===== src/design/mcss_pkg.sv =====
`default_nettype none

package mcss_pkg;

  // chain size and probability format
  localparam int unsigned MAX_STATES = 16;
  localparam int unsigned PROB_BITS  = 32;
  localparam int unsigned STATE_W    = $clog2(MAX_STATES);
  localparam int unsigned TABLE_AW   = 2 * STATE_W;
  localparam int unsigned ACC_W      = PROB_BITS + STATE_W;

  // field widths fixed by the interface
  localparam int unsigned KIND_W     = 2;
  localparam int unsigned INDEX_W    = 8;
  localparam int unsigned VALUE_W    = 32;
  localparam int unsigned NUM_W      = 5;
  localparam int unsigned START_W    = 4;
  localparam int unsigned CFG_IDX_W  = 1;
  localparam int unsigned CFG_DATA_W = 5;

  // register reset values
  localparam logic [NUM_W-1:0]   NUM_STATES_RST  = NUM_W'(2);
  localparam logic [START_W-1:0] START_STATE_RST = '0;

  // item kinds
  typedef enum logic [KIND_W-1:0] {
    KindLoad  = 2'd0,
    KindStart = 2'd1,
    KindStep  = 2'd2,
    KindNone  = 2'd3
  } kind_e;

  // configuration register indexes
  typedef enum logic [CFG_IDX_W-1:0] {
    CfgNumStates  = 1'd0,
    CfgStartState = 1'd1
  } cfg_idx_e;

  // table port request: one write and one read address per cycle
  typedef struct packed {
    logic                 we;
    logic [TABLE_AW-1:0]  waddr;
    logic [PROB_BITS-1:0] wdata;
    logic [TABLE_AW-1:0]  raddr;
  } tbl_req_t;

  // one step result
  typedef struct packed {
    logic               valid;
    logic [STATE_W-1:0] next_state;
    logic               fell_through;
  } step_res_t;

endpackage

`default_nettype wire


===== src/design/mcss_ctrl.sv =====
`default_nettype none

module mcss_ctrl
  import mcss_pkg::*;
(
  input  wire logic                 clk_i,
  input  wire logic                 rst_ni,
  input  wire logic                 start_i,
  output logic                      busy_o,
  input  wire logic [KIND_W-1:0]    kind_i,
  input  wire logic [INDEX_W-1:0]   entry_index_i,
  input  wire logic [VALUE_W-1:0]   entry_value_i,
  input  wire logic [VALUE_W-1:0]   random_value_i,
  input  wire logic [NUM_W-1:0]     num_states_i,
  input  wire logic [START_W-1:0]   start_state_i,
  output tbl_req_t                  tbl_req_o,
  input  wire logic [PROB_BITS-1:0] tbl_rdata_i,
  output step_res_t                 res_o
);

  typedef enum logic [1:0] {
    Idle = 2'b01,
    Run  = 2'b10
  } state_e;

  state_e               state_q, state_d;
  logic [STATE_W-1:0]   cur_q, cur_d;
  logic [STATE_W-1:0]   idx_q, idx_d;
  logic [STATE_W-1:0]   last_q, last_d;
  logic [PROB_BITS-1:0] rnd_q, rnd_d;
  logic [ACC_W-1:0]     total_q, total_d;
  step_res_t            res_q, res_d;

  logic               accept;
  logic [ACC_W-1:0]   sum;
  logic               hit;
  logic               at_last;
  logic [STATE_W-1:0] last_in_use;

  assign busy_o = (state_q != Idle);
  assign accept = start_i && !busy_o;

  // last state in use, with num_states clamped to 1..MAX_STATES
  always_comb begin
    if (num_states_i <= NUM_W'(1)) begin
      last_in_use = '0;
    end else if (num_states_i > NUM_W'(MAX_STATES)) begin
      last_in_use = STATE_W'(MAX_STATES - 1);
    end else begin
      last_in_use = STATE_W'(num_states_i - NUM_W'(1));
    end
  end

  // running total of the row and the hit test
  assign sum     = total_q + ACC_W'(tbl_rdata_i);
  assign hit     = (ACC_W'(rnd_q) <= sum);
  assign at_last = (idx_q == last_q);

  // table port: loads write, steps walk the current row
  always_comb begin
    tbl_req_o.we    = accept && (kind_e'(kind_i) == KindLoad);
    tbl_req_o.waddr = TABLE_AW'(entry_index_i);
    tbl_req_o.wdata = PROB_BITS'(entry_value_i);
    if (state_q == Run) begin
      tbl_req_o.raddr = {cur_q, idx_q + STATE_W'(1)};
    end else begin
      tbl_req_o.raddr = {cur_q, {STATE_W{1'b0}}};
    end
  end

  // sequencer
  always_comb begin
    state_d = state_q;
    cur_d   = cur_q;
    idx_d   = idx_q;
    last_d  = last_q;
    rnd_d   = rnd_q;
    total_d = total_q;
    res_d   = res_q;
    res_d.valid = 1'b0;
    unique case (state_q)
      Idle: begin
        if (accept) begin
          unique case (kind_e'(kind_i))
            KindStart: begin
              cur_d = STATE_W'(start_state_i);
            end
            KindStep: begin
              idx_d   = '0;
              last_d  = last_in_use;
              rnd_d   = PROB_BITS'(random_value_i);
              total_d = '0;
              state_d = Run;
            end
            default: begin
            end
          endcase
        end
      end
      Run: begin
        total_d = sum;
        if (hit || at_last) begin
          res_d.valid        = 1'b1;
          res_d.next_state   = hit ? idx_q : last_q;
          res_d.fell_through = !hit;
          cur_d              = hit ? idx_q : last_q;
          state_d            = Idle;
        end else begin
          idx_d = idx_q + STATE_W'(1);
        end
      end
      default: begin
        state_d = Idle;
      end
    endcase
  end

  // control registers
  always_ff @(posedge clk_i or negedge rst_ni) begin
    if (!rst_ni) begin
      state_q   <= Idle;
      cur_q     <= '0;
      res_q     <= '0;
    end else begin
      state_q   <= state_d;
      cur_q     <= cur_d;
      res_q     <= res_d;
    end
  end

  // step datapath registers
  always_ff @(posedge clk_i) begin
    idx_q   <= idx_d;
    last_q  <= last_d;
    rnd_q   <= rnd_d;
    total_q <= total_d;
  end

  assign res_o = res_q;

endmodule

`default_nettype wire


===== config.mk =====
export PLATFORM = sky130hd
export DESIGN_NAME = mcss_ctrl
export DESIGN_NICKNAME = d
export VERILOG_FILES = /design/src/design/mcss_pkg.sv /design/src/design/mcss_ctrl.sv
export SDC_FILE = /design/constraint.sdc
export NUM_CORES = 1
export LEC_CHECK = 0
export ABC_AREA = 1
export ABC_CLOCK_PERIOD_IN_PS = 5000
export BUFFER_PORTS_ARGS = -buffer_cell sky130_fd_sc_hd__clkbuf_2
export CAP_MARGIN = 30
export CORE_ASPECT_RATIO = 1.25
export CORE_UTILIZATION = 50
export CTS_BUF_LIST = sky130_fd_sc_hd__clkbuf_4
export DETAILED_ROUTE_END_ITERATION = 8
export PLACE_DENSITY_LB_ADDON = 0.25
export SKIP_LAST_GASP = 1
export SLEW_MARGIN = 20
export SYNTH_ARGS = -nofsm -noshare
export SYNTH_HDL_FRONTEND = slang
export SYNTH_SLANG_ARGS = --single-unit

===== constraint.sdc =====
create_clock -name clk_i -period 5 [get_ports clk_i]
set_input_delay 0.25 -clock clk_i [delete_from_list [all_inputs] [get_ports clk_i]]
set_output_delay 0.25 -clock clk_i [all_outputs]
set_load 0.02 [all_outputs]

# [After elaboration in Yosys (flattened, before gate mapping)]
# Index checks and enable logic that the tools add are counted.
# W data, S select, Z words.
[classes] addsub=3 order_cmp=3 n_eq_ne=11 n_mux=20 reduce_logical=13
[ops] operator="$mux W36" n=2
[ops] operator="$pmux W36 S2" n=1
[ops] operator="$add A36 B32 Y36" n=1
[ops] operator="$le A32 B36 Y1" n=1
[ops] operator="$mux W4" n=9
[ops] operator="$pmux W4 S2" n=2
[ops] operator="$mux W6" n=2
[ops] operator="$reduce_and A3 Y1" n=3
[ops] operator="$ne A2 B1 Y1 const B" n=4
[ops] operator="$reduce_and A4 Y1" n=2
[ops] operator="$mux W2" n=3
[ops] operator="$gt A5 B5 Y1 const B" n=1
[ops] operator="$le A5 B1 Y1 const B" n=1
[ops] operator="$add A4 B1 Y4 const B" n=1
[ops] operator="$eq A2 B1 Y1 const B" n=2
[ops] operator="$eq A2 B2 Y1 const B" n=2
[ops] operator="$eq A4 B4 Y1" n=1
[ops] operator="$ne A2 B2 Y1 const B" n=2
[ops] operator="$pmux W2 S2" n=1
[ops] operator="$sub A4 B1 Y4 const B" n=1
[ops] operator="$logic_and A1 B1 Y1" n=2
[ops] operator="$logic_not A1 Y1" n=2
[ops] operator="$logic_not A2 Y1" n=1
[ops] operator="$reduce_and A2 Y1" n=1
[ops] operator="2 further kinds" n=2
[totals] reg_bits=88 in_bits=118 output_inout_bits=56 elab_cells=59

# [Longest topological paths before layout]
# Gate-level depths: netlist of run 1.
[logic_depth] depth_word=5 ltp_mapped=28 ltp_nobuf=28

# [Least setup slack after synthesis of run 1]
# OpenSTA, ideal clock, no wires.
[synth_path] path_type="flip-flop to flip-flop" startpoint="reg state_q[0]" endpoint="reg total_q[0], enable pin" setup_ns=0.394 arrival_ns=4.435 required_time_ns=4.606 setup_slack_ns=0.171 path_stages_with_launch=7 path_buffers=0 synth_period_minus_slack_ns=4.829 path_cell_list="dfstp_2 > inv_1 > nor2_1 > nand2_1 > nor3_1 > inv_1 > nand2_1"
[synth_between] elab_chain_cells=5 elab_cells_between_ends=9 classes_between="eq/ne: 5; reduce/logical: 4"
[synth_rtl] item="start: declaration" line="mcss_ctrl.sv:26" rtl="state_e state_q, state_d;"
[synth_rtl] item="start signal: assignment" line="mcss_ctrl.sv:121" rtl="state_q <= Idle;"
[synth_rtl] item="start signal: assignment" line="mcss_ctrl.sv:125" rtl="state_q <= state_d;"
[synth_rtl] item="$ne A2 B1 Y1" line="mcss_ctrl.sv:40" rtl="assign busy_o = (state_q != Idle);"
[synth_rtl] item="$logic_not A1 Y1" line="mcss_ctrl.sv:41" rtl="assign accept = start_i && !busy_o;"
[synth_rtl] item="$logic_and A1 B1 Y1" line="mcss_ctrl.sv:41"
[synth_rtl] item="$ne A2 B2 Y1 (no line)"
[synth_rtl] item="$reduce_and A3 Y1 (no line) *"
[synth_rtl] item="end signal: assignment" line="mcss_ctrl.sv:136" rtl="total_q <= total_d;"
[synth_rtl] item="end: declaration" line="mcss_ctrl.sv:31" rtl="logic [ACC_W-1:0] total_q, total_d;"
# Every way passes the cells marked *; elsewhere a longest branch is shown, timed or not.
# A chain may end at the register's enable or synchronous reset.

# [Worst setup path after layout of run 1]
[layout_path] startpoint="reg total_q[14]" endpoint="reg idx_q[3], enable pin"
[layout_between] elab_chain_cells=5
[layout_rtl] item="$add A36 B32 Y36" line="mcss_ctrl.sv:55" rtl="assign sum = total_q + ACC_W'(tbl_rdata_i);"
[layout_rtl] item="$le A32 B36 Y1" line="mcss_ctrl.sv:56" rtl="assign hit = (ACC_W'(rnd_q) <= sum);"
[layout_rtl] item="$logic_or A1 B1 Y1" line="mcss_ctrl.sv:102" rtl="if (hit || at_last) begin"
[layout_rtl] item="$ne A2 B2 Y1 (no line)"
[layout_rtl] item="$reduce_and A4 Y1 (no line)"
[layout_rtl] item="end signal: assignment" line="mcss_ctrl.sv:133" rtl="idx_q <= idx_d;"
[layout_rtl] item="end: declaration" line="mcss_ctrl.sv:28" rtl="logic [STATE_W-1:0] idx_q, idx_d;"
# Every way passes these cells.

==> metrics.csv, run 1 <==
stage,metric,value,unit
power,internal power,1128,uW
yosys,multiplexer share of the synthesized area,0,%
die,# IOs,174,
yosys,synth warn,0,
setup_path,Reg-to-Reg Start,total_q[14]$_SDFFCE_PN0P_,
finish,fillcell total,1156,
power,P_leak,0.003461,uW
yosys,post-synthesis sequential area ratio,40.51,%
die,Site Rows,45,
cts,TritonCTS Buffers,9,
yosys,number of synthesized flops with an enable pin,76,
worst_hold_path,Hold Path Class,input port to flip-flop,
power,sequential power share,50.7,%
finish,most frequent cells in the layout,"180 x nand2_1, 93 x clkbuf_2, 86 x nor2_1",
die,Die X,103.0,um
route,Via density,5.159,
finish,Multi-input gate area,3192,sq um
finish,area grow syn2layout,12.77,%
yosys,Syn Nets,940,
die,core box area,12270,sq um
cts,setup bufs post-CTS,0,
sta,RSZ-0062 raised after global routing,no,
place,hpwl dp,11780,um
yosys,syn avg cell area,8.460,sq um
sta,clk_skew,0.01859,ns
power,Gate power share,27.2,%
setup_path,critical path endpoint category,flip-flop,
global_routing,GRT overflow,0,
route,Routed wire per std cell,14.83,um
route,drt pass-1 iters,4,
global_routing,vias in the first global route,5380,
route,# DRC,0,
outcome,outcome,completed,
sta,# setup viols final,0,
cts,H-tree lvl count,3,
cts,clk_lat worst skew,0.45,ns
power,net switching power figure,538.2,uW
route,DRT iter0 DRCs,242,
setup_path,Crit. Startpoint,total_q[14]$_SDFFCE_PN0P_,
finish,fraction of layout cells with a size suffix above 1,17.33,%
sta,Slew HR,59.37,%
setup_path,"Max FO, Critical Path",5,
cts,CTS tree,yes,
setup_path,WP data arrival,4.60,ns
yosys,Synth Area in XOR/XNOR,4.668,%
yosys,ys async rst share,13.64,%
sta,Final Hold Viols,0,
sta,setup TNS,0,ns
route,vias,5252,
sta,fin crit period,4.489,ns
place,PortBufs,93,
sta,fin. max-slew vios,0,
cts,hold-fix buffers at CTS,33,
die,Die H,128.3,um
cts,clock buffer depth,2,
power,Pwr per Cell Area,231.6,nW/um^2
power,total power,1666,uW
yosys,number of synthesized register bits,88,
setup_path,crit path launch type,flip-flop,
setup_path,Crit path required time,5.11,ns
die,die area,13220,sq um
yosys,Post-Synth Simple-Gate Area,23.09,%
yosys,largest family of logic cells by synthesized area,simple AND/OR/NAND/NOR gates,
finish,"commonest non-fill, non-tap cell in the layout",nand2_1,
setup_path,critical path type,flip-flop to flip-flop,
cts,clk sinks,88,
route,antenna-violating nets left,0,
yosys,Most used DFF post-synth,edfxtp_1,
die,Initial Util,51.97,%
job,MaxCap Viol Count,0,
global_routing,Total GRT Usage,24.27,%
power,maximum VDD drop,0.1448,mV
sta,final worst-path cycle share,89.79,%
cts,post-cts resize count,0,
cts,clock root buffer,clkbuf_4,
yosys,post-synthesis instance area,6379,sq um
sta,Worst Max-Slew Pin Slew,0.6080,ns
finish,ANT cells,0,
cts,Worst-path clk slew,0.14,ns
route,total wire length,15090,um
yosys,Synth Area in Adders,13.46,%
sta,Fmax achieved,0.2228,GHz
global_routing,pin count of the biggest net entering global routing,38,
finish,FF/Latch Area,2584,sq um
yosys,Synth Area in Compound Gates,8.749,%
place,GPL Wtd Cong,0.8744,
power,Switching Fraction,32.31,%
yosys,distinct cell type count after synthesis,37,
global_routing,first-pass GRT wire length,24380,um
global_routing,initial antenna violation count,0,
finish,Nets,1035,
worst_hold_path,hold_sp,start_state_i[0],
power,clock share of power,22.1,%
yosys,cells after synthesis,754,
[cell usage after synthesis (3+ instances only)]
| cell type | count | area share (%) |
|---|---|---|
| a31oi_1 | 7 | 0.69 |
| clkbuf_1 | 4 | 0.24 |
| a21boi_0 | 3 | 0.35 |
| edfxtp_1 | 76 | 36 |
| o21bai_1 | 5 | 0.59 |
| nand2_1 | 180 | 11 |
| nor2_1 | 86 | 5.1 |
| xnor2_1 | 13 | 1.8 |
| nand3_2 | 5 | 0.78 |
| a21oi_1 | 60 | 4.7 |
| nor3_1 | 4 | 0.31 |
| xor2_1 | 21 | 2.9 |
| nand4_1 | 4 | 0.39 |
| o21ai_1 | 4 | 0.31 |
| dfrtp_1 | 11 | 4.3 |
| o21ai_0 | 16 | 1.3 |
| nand2_2 | 15 | 1.5 |
| inv_1 | 73 | 4.3 |
| or2_2 | 4 | 0.39 |
| a21o_1 | 4 | 0.47 |
| ha_1 | 67 | 13 |
| nor2_2 | 3 | 0.29 |
| nand3_1 | 34 | 2.7 |
| buf_4 | 40 | 4.7 |
[worst max-delay path, stage by stage (launching register included)]
cell and delay, ns:
edfxtp_1 0.40, ha_1 0.37, a21oi_1 0.24, nand2_1 0.10, a21oi_1 0.18, nand3_2 0.15, a21boi_0 0.35, o21bai_1 0.18
a31oi_1 0.20, xor2_1 0.12, ha_1 0.33, nand4_1 0.14, nor3b_1 0.35, nand2_1 0.12, a21boi_0 0.21, nand2_2 0.09
nor2_4 0.15, nand3_4 0.10, o21ai_1 0.37
[through the flow]
stage,worst slack (ns),instance area [sq um],utilization [%],hold WS (ns),cells
after floorplan,0.1714,6379,-,-0.04559,754
after global placement,0.8122,6750,54.99,0.1439,969
after detailed placement,0.5296,6750,54.99,0.1531,969
after CTS,0.5004,7193,58.60,0.05881,1018
after global routing,0.2122,7193,58.60,0.07013,1018
final,0.5107,7193,58.60,0.08007,1018
[cell type report]
class | instances | share of cell area, %
multi-input cells | 546 | 44.37
flip-flops and latches | 88 | 35.92
repair buffers | 129 | 11.38
inverters | 75 | 3.914
well taps | 164 | 2.853
clock buffers | 12 | 1.252
clock inverters | 4 | 0.3131
[layer usage]
layer | vias to the layer above | global-route usage, % | routed length [um]
li1 | 2665 | - | -
met1 | 2404 | 26.94 | 6158
met2 | 122 | 42.08 | 7313
met3 | 61 | 4.417 | 733
met4 | 0 | 15.49 | 888
met5 | - | 0 | 0
[kinds of logic after synthesis]
| group | count (synthesis) |
|---|---|
| xor+xnor | 34 |
| simple gates | 342 |
| buf+inv | 120 |
| compound gates | 102 |
| flops | 88 |
| fa+ha+maj | 68 |
[worst paths after layout]
check                                         end  slack, ns  depth (start not counted)
max reg2reg                    idx_q[3]$_DFFE_PP_       0.51                         18
min                          cur_q[0]$_DFFE_PN0P_       0.08                          5
max                            idx_q[3]$_DFFE_PP_       0.51                         18
min in group asynchronous    res_o[4]$_DFFE_PN0P_       0.20                          2
max in group asynchronous  state_q[0]$_DFFE_PN1P_       4.51                          2
min reg2reg                  res_o[0]$_DFFE_PN0P_       0.52                          2
[power groups by stage]
stage	registers [uW]	clock network, uW	logic (uW)
floorplan	873	0	329
global placement	859	0	417
detailed placement	861	0	430
CTS	845	381	453
global route	847	405	513
finish	844	368	453
[sequential cells by signal, summed over array words and instances, names as in the netlist]
name,flops
state_q,2
rnd_q,32
idx_q,4
total_q,36
last_q,4
res_o,6
cur_q,4
Note: power is estimated with default switching activity, not from simulation.
==> run 2, diff against run 1 <==
Settings changed: CORE_UTILIZATION 50 to 24.
==> metrics.csv, run 2 (synthesized netlist as in run 1, its figures left out) <==
stage,metric,value,unit,change
cts,CTS tree,yes,,
global_routing,pin count of the biggest net entering global routing,38,,unchanged
global_routing,gr busiest metal,met2,,
finish,most frequent cells in the layout,"180 x nand2_1, 93 x clkbuf_2, 86 x nor2_1",,
global_routing,met1 GRT Util,14.62,%,-12 points
setup_path,Crit path required time,5.18,ns,+0.07 ns
finish,post-route design area,7495,sq um,+4.2%
sta,fin crit period,4.447,ns,-0.04221 ns
sta,Fmax achieved,0.2249,GHz,+0.95%
outcome,outcome,completed,,
route,total wire length,16100,um,+6.6%
sta,clk_skew,0.02854,ns,+0.009951 ns
setup_path,CP Depth,18,,unchanged
route,drt pass-1 iters,4,,unchanged
setup_path,Crit. Startpoint,total_q[18]$_SDFFCE_PN0P_,,
cts,H-tree lvl count,3,,unchanged
finish,"commonest non-fill, non-tap cell in the layout",nand2_1,,
die,# IOs,174,,unchanged
finish,Finished Core Util,28.72,%,-30 points
power,Pwr per Cell Area,243.8,nW/um^2,+5.3%
job,MaxCap Viol Count,0,,unchanged
die,die area,27240,sq um,+110%
die,Die H,184.3,um,+44%
cts,Worst-path clk slew,0.15,ns,about the same
setup_path,cell family with most CP delay,compound AO/OA/AOI/OAI gates,,
place,PortBufs,93,,unchanged
setup_path,r2r endpoint,idx_q[3]$_DFFE_PP_,,
cts,clk_lat worst skew,0.49,ns,+0.04 ns
route,DRT iter0 DRCs,221,,-8.7%
cts,clk sinks,88,,unchanged
power,maximum VDD drop,0.1096,mV,-24%
setup_path,reg2reg path depth,18,,unchanged
finish,fraction of layout cells with a size suffix above 1,17.45,%,+0.12 points
sta,final worst-path cycle share,88.94,%,-0.84 points
finish,Biggest register,total_q,,
sta,setup TNS,0,ns,unchanged
setup_path,crit path launch type,flip-flop,,
place,DP Cell Count,1145,,+18%
global_routing,vias in the first global route,5146,,-4.3%
die,Initial Util,24.44,%,-28 points
sta,Final Hold Viols,0,,unchanged
cts,setup bufs post-CTS,0,,unchanged
setup_path,R2R setup slack,0.55,ns,+0.04 ns
finish,Nets,1035,,unchanged
finish,max FFs per register,36,,unchanged
cts,clock buffer depth,2,,unchanged
power,P_leak,0.003493,uW,+0.91%
die,core box area,26100,sq um,+110%
die,Site Rows,66,,+47%
sta,Worst Max-Slew Pin Slew,0.8372,ns,+0.2292 ns
route,antenna-violating nets left,0,,unchanged
cts,clock root buffer,clkbuf_4,,
setup_path,"Max FO, Critical Path",5,,unchanged
route,# DRC,0,,unchanged
place,hpwl dp,12840,um,+9.0%
global_routing,initial antenna violation count,2,,+2
setup_path,slowest CP cell,nor3b_1,,
worst_hold_path,Hold Path Cell Cnt,5,,unchanged
place,GPL Wtd Cong,0.8154,,-6.7%
global_routing,first-pass GRT wire length,25650,um,+5.2%
worst_hold_path,Hold Path Class,input port to flip-flop,,
route,vias,5014,,-4.5%
route,Routed wire per std cell,13.46,um,-9.2%
setup_path,WP data arrival,4.63,ns,+0.03 ns
worst_hold_path,hold endpoint,cur_q[0]$_DFFE_PN0P_,,
setup_path,Buf/Inv on CP,0,,unchanged
route,Via density,4.192,,-19%
cts,TritonCTS Buffers,9,,unchanged
worst_hold_path,hold_sp,start_state_i[0],,
setup_path,Reg-to-Reg Start,total_q[18]$_SDFFCE_PN0P_,,
sta,fin. max-slew vios,0,,unchanged
place,DP Area,6970,sq um,+3.3%
global_routing,met3 GRT Util,2.599,%,-1.8 points
sta,RSZ-0062 raised after global routing,no,,
sta,final hold slack,0.05170,ns,-0.02837 ns
setup_path,critical path type,flip-flop to flip-flop,,
global_routing,GR Util met2,21.47,%,-21 points
finish,post-route insts no fill,1196,,+17%
setup_path,critical path endpoint category,flip-flop,,
sta,Slew HR,44.05,%,-15 points
global_routing,Total GRT Usage,12.39,%,-12 points
global_routing,GRT overflow,0,,unchanged
setup_path,"Critical Path, Cell by Cell","ha_1, a21oi_1, nand2_1, a21oi_1, nand3_2, a21boi_0, o21bai_1, a31oi_1, xor2_1, ha_1, nand4_1, nor3b_1, nand2_1, a21boi_0, nand2_2, nor2_4, nand3_4, o21ai_2",,
finish,area grow syn2layout,17.50,%,
sta,# setup viols final,0,,unchanged
setup_path,"slowest stage delay, CP",0.40,ns,about the same
die,Die X,147.8,um,+43%
run 2: worst min-delay path, stage by stage:
cell      delay (ns)
clkbuf_2        0.07
nand2_1         0.04
nand2_1         0.05
nand2_1         0.04
nand2_1         0.05
run 2: stage by stage:
step	power (uW)	setup WS, ns
2_1_floorplan	1203	0.1714
3_3_place_gp	1293	0.4270
3_5_place_dp	1296	0.3641
4_1_cts	1864	0.3334
5_1_grt	1951	0.1155
6_report	1827	0.5529
run 2: worst max path at each step:
stage / end / slack (ns)
after floorplan: total_q[0]$_SDFFCE_PN0P_ / 0.17
after global placement: idx_q[3]$_DFFE_PP_ / 0.43
after detailed placement: idx_q[3]$_DFFE_PP_ / 0.36
after CTS: idx_q[3]$_DFFE_PP_ / 0.33
after global routing: cur_q[1]$_DFFE_PN0P_ / 0.12
final: idx_q[3]$_DFFE_PP_ / 0.55
run 2: timing repair:
action / CTS / global route
endpoints found under the setup margin: 0 / 4
resized for setup: 0 / 1
hold buffers: 33 / 0
hold endpoints to repair: 44 / 0
run 2: cell type report:
| class | instances | area [sq um] |
|---|---|---|
| Tap cell | 340 | 425.4 |
| Antenna cell | 2 | 5.005 |
| Multi-Input combinational cell | 546 | 3196 |
| Clock buffer | 12 | 90.09 |
| Timing Repair Buffer | 129 | 818.3 |
| Fill cell | 2864 | 18600 |
| Inverter | 75 | 281.5 |
| Sequential cell | 88 | 2584 |
| Clock inverter | 4 | 95.09 |
run 2: metal layers:
metal  up-vias  routed length (um)
met2        86                7972
met1      2235                7154
met3        29                 620
met4         0                 349
met5         -                   0
li1       2664                   -
run 2: power by group:
group / switching (uW) / internal [uW]
Sequential: 14.5 / 829
Clock: 264 / 270
Combinational: 271 / 179
Total: 549 / 1280
==> run 3, diff against run 2 <==
Settings changed: ABC_CLOCK_PERIOD_IN_PS 5000 to not set.
Clock period 5 ns to 5.4 ns, I/O delays scaled along.
==> metrics.csv, run 3 (synthesized netlist as in run 1, its figures left out) <==
stage,metric,value,unit,change
route,drt pass-1 iters,4,,unchanged
cts,clk_lat worst skew,0.48,ns,about the same
setup_path,"Max FO, Critical Path",5,,unchanged
sta,RSZ-0062 raised after global routing,no,,
die,die area,27240,sq um,unchanged
finish,most frequent cells in the layout,"180 x nand2_1, 93 x clkbuf_2, 86 x nor2_1",,
route,WL met1,7036,um,-1.6%
die,Die X,147.8,um,unchanged
place,GPL Wtd Cong,0.7933,,-2.7%
finish,max FFs per register,36,,unchanged
cts,TritonCTS Buffers,9,,unchanged
route,Via density,4.176,,-0.40%
finish,"commonest non-fill, non-tap cell in the layout",nand2_1,,
cts,H-tree lvl count,3,,unchanged
power,total power,1687,uW,-7.7%
global_routing,first-pass GRT wire length,26020,um,+1.5%
worst_hold_path,Hold Path Cell Cnt,5,,unchanged
cts,post-cts resize count,0,,unchanged
setup_path,critical path type,flip-flop to flip-flop,,
outcome,outcome,completed,,
place,DP Area,6970,sq um,unchanged
sta,setup TNS,0,ns,unchanged
sta,Fmax achieved,0.2200,GHz,-2.1%
route,vias,4994,,-0.40%
route,Routed wire per std cell,13.34,um,-0.85%
setup_path,crit path launch type,flip-flop,,
die,Initial Util,24.44,%,unchanged
route,# DRC,0,,unchanged
place,Place WS,0.7980,ns,+0.4339 ns
setup_path,reg2reg path depth,18,,unchanged
route,met2 wire len,7922,um,-0.63%
power,maximum VDD drop,0.1062,mV,-3.1%
sta,Worst Max-Slew Pin Slew,0.5388,ns,-0.2984 ns
route,DRT iter0 DRCs,184,,-17%
cts,setup bufs post-CTS,0,,unchanged
finish,post-route design area,7490,sq um,about the same
cts,clock root buffer,clkbuf_4,,
finish,Biggest register,total_q,,
worst_hold_path,Hold Path Class,input port to flip-flop,,
cts,clock buffer depth,2,,unchanged
die,Die H,184.3,um,unchanged
route,antenna-violating nets left,0,,unchanged
sta,clk_skew,0.02753,ns,-0.001011 ns
job,MaxCap Viol Count,0,,unchanged
setup_path,critical path endpoint category,flip-flop,,
global_routing,pin count of the biggest net entering global routing,46,,+21%
route,total wire length,15960,um,-0.85%
global_routing,GRT overflow,0,,unchanged
sta,fin crit period,4.545,ns,+0.09751 ns
power,P_leak,0.003489,uW,-0.12%
sta,Final Hold Viols,0,,unchanged
global_routing,initial antenna violation count,2,,unchanged
cts,clk sinks,88,,unchanged
cts,Worst-path clk slew,0.14,ns,about the same
sta,setup slack after layout,0.8554,ns,+0.3025 ns
place,PortBufs,93,,unchanged
sta,# setup viols final,0,,unchanged
sta,final worst-path cycle share,84.16,%,-4.8 points
global_routing,vias in the first global route,5179,,+0.64%
place,hpwl dp,12670,um,-1.3%
finish,fraction of layout cells with a size suffix above 1,17.21,%,-0.23 points
finish,Nets,1035,,unchanged
die,Site Rows,66,,unchanged
die,core box area,26100,sq um,unchanged
sta,final hold slack,0.08504,ns,+0.03334 ns
power,Pwr per Cell Area,225.2,nW/um^2,-7.6%
setup_path,Crit path required time,5.55,ns,+0.37 ns
die,# IOs,174,,unchanged
cts,CTS tree,yes,,
setup_path,WP data arrival,4.70,ns,+0.07 ns
route,Top Layer Used,met4,,
finish,area grow syn2layout,17.42,%,about the same
global_routing,Total GRT Usage,12.37,%,-0.017 points
sta,Slew HR,64.08,%,+20 points
sta,fin. max-slew vios,0,,unchanged
route,Routed met3 length,665,um,+7.3%
cts,hold-fix buffers at CTS,33,,unchanged
## run 3: changes by cell type in the layout (fill, tap and decap cells not counted)
cell      change
clkinv_2      -1
o21ai_1       +1
clkinv_1      +1
o21ai_2       -1
## run 3: metrics by stage
| stage | util [%] | std cells |
|---|---|---|
| 2_1_floorplan | - | 754 |
| 5_1_grt | 28.70 | 1196 |
| 3_5_place_dp | 26.71 | 1145 |
| 3_3_place_gp | 26.71 | 1145 |
| 4_1_cts | 28.68 | 1194 |
| 6_report | 28.70 | 1196 |
## run 3: final cells by class
cell class	count	area, sq um
well taps	340	425.4
multi-input cells	546	3192
clock inverters	4	93.84
diodes	2	5.005
inverters	75	281.5
fillers	2897	18610
clock buffers	12	90.09
repair buffers	129	818.3
flip-flops and latches	88	2584
## run 3: path summary, 6_finish.rpt
kind,endpoint,slack (ns),from
max reg2reg,idx_q[3]$_DFFE_PP_,0.86,total_q[18]$_SDFFCE_PN0P_
min reg2reg,res_o[2]$_DFFE_PN0P_,0.51,res_o[2]$_DFFE_PN0P_
max in group asynchronous,state_q[0]$_DFFE_PN1P_,4.92,rst_ni
min in group asynchronous,res_o[5]$_DFF_PN0_,0.18,rst_ni
min,cur_q[0]$_DFFE_PN0P_,0.09,start_state_i[0]
max,idx_q[3]$_DFFE_PP_,0.86,total_q[18]$_SDFFCE_PN0P_
## run 3: layer usage
| metal | global-route usage, % | vias up |
|---|---|---|
| met5 | 0 | - |
| met4 | 5.278 | 0 |
| met3 | 2.698 | 33 |
| met2 | 21.79 | 78 |
| met1 | 14.37 | 2219 |
| li1 | - | 2664 |
## run 3: report_power, final
| part | switching (uW) | internal, uW | leakage, uW | total (uW) |
|---|---|---|---|---|
| Combinational | 250 | 166 | 0.00253 | 416 |
| Sequential | 13.7 | 767 | 0.000860 | 781 |
| Clock | 241 | 249 | 0.0000992 | 490 |
| Total | 505 | 1180 | 0.00349 | 1690 |
## run 3: critical path, stage by stage, from the launching register on
cell and delay [ns]:
edfxtp_1 0.39, ha_1 0.37, a21oi_1 0.25, nand2_1 0.11, a21oi_1 0.15, nand3_2 0.15
a21boi_0 0.33, o21bai_1 0.19, a31oi_1 0.22, xor2_1 0.14, ha_1 0.34, nand4_1 0.12
nor3b_1 0.41, nand2_1 0.12, a21boi_0 0.22, nand2_2 0.09, nor2_4 0.16, nand3_4 0.11
o21ai_1 0.36
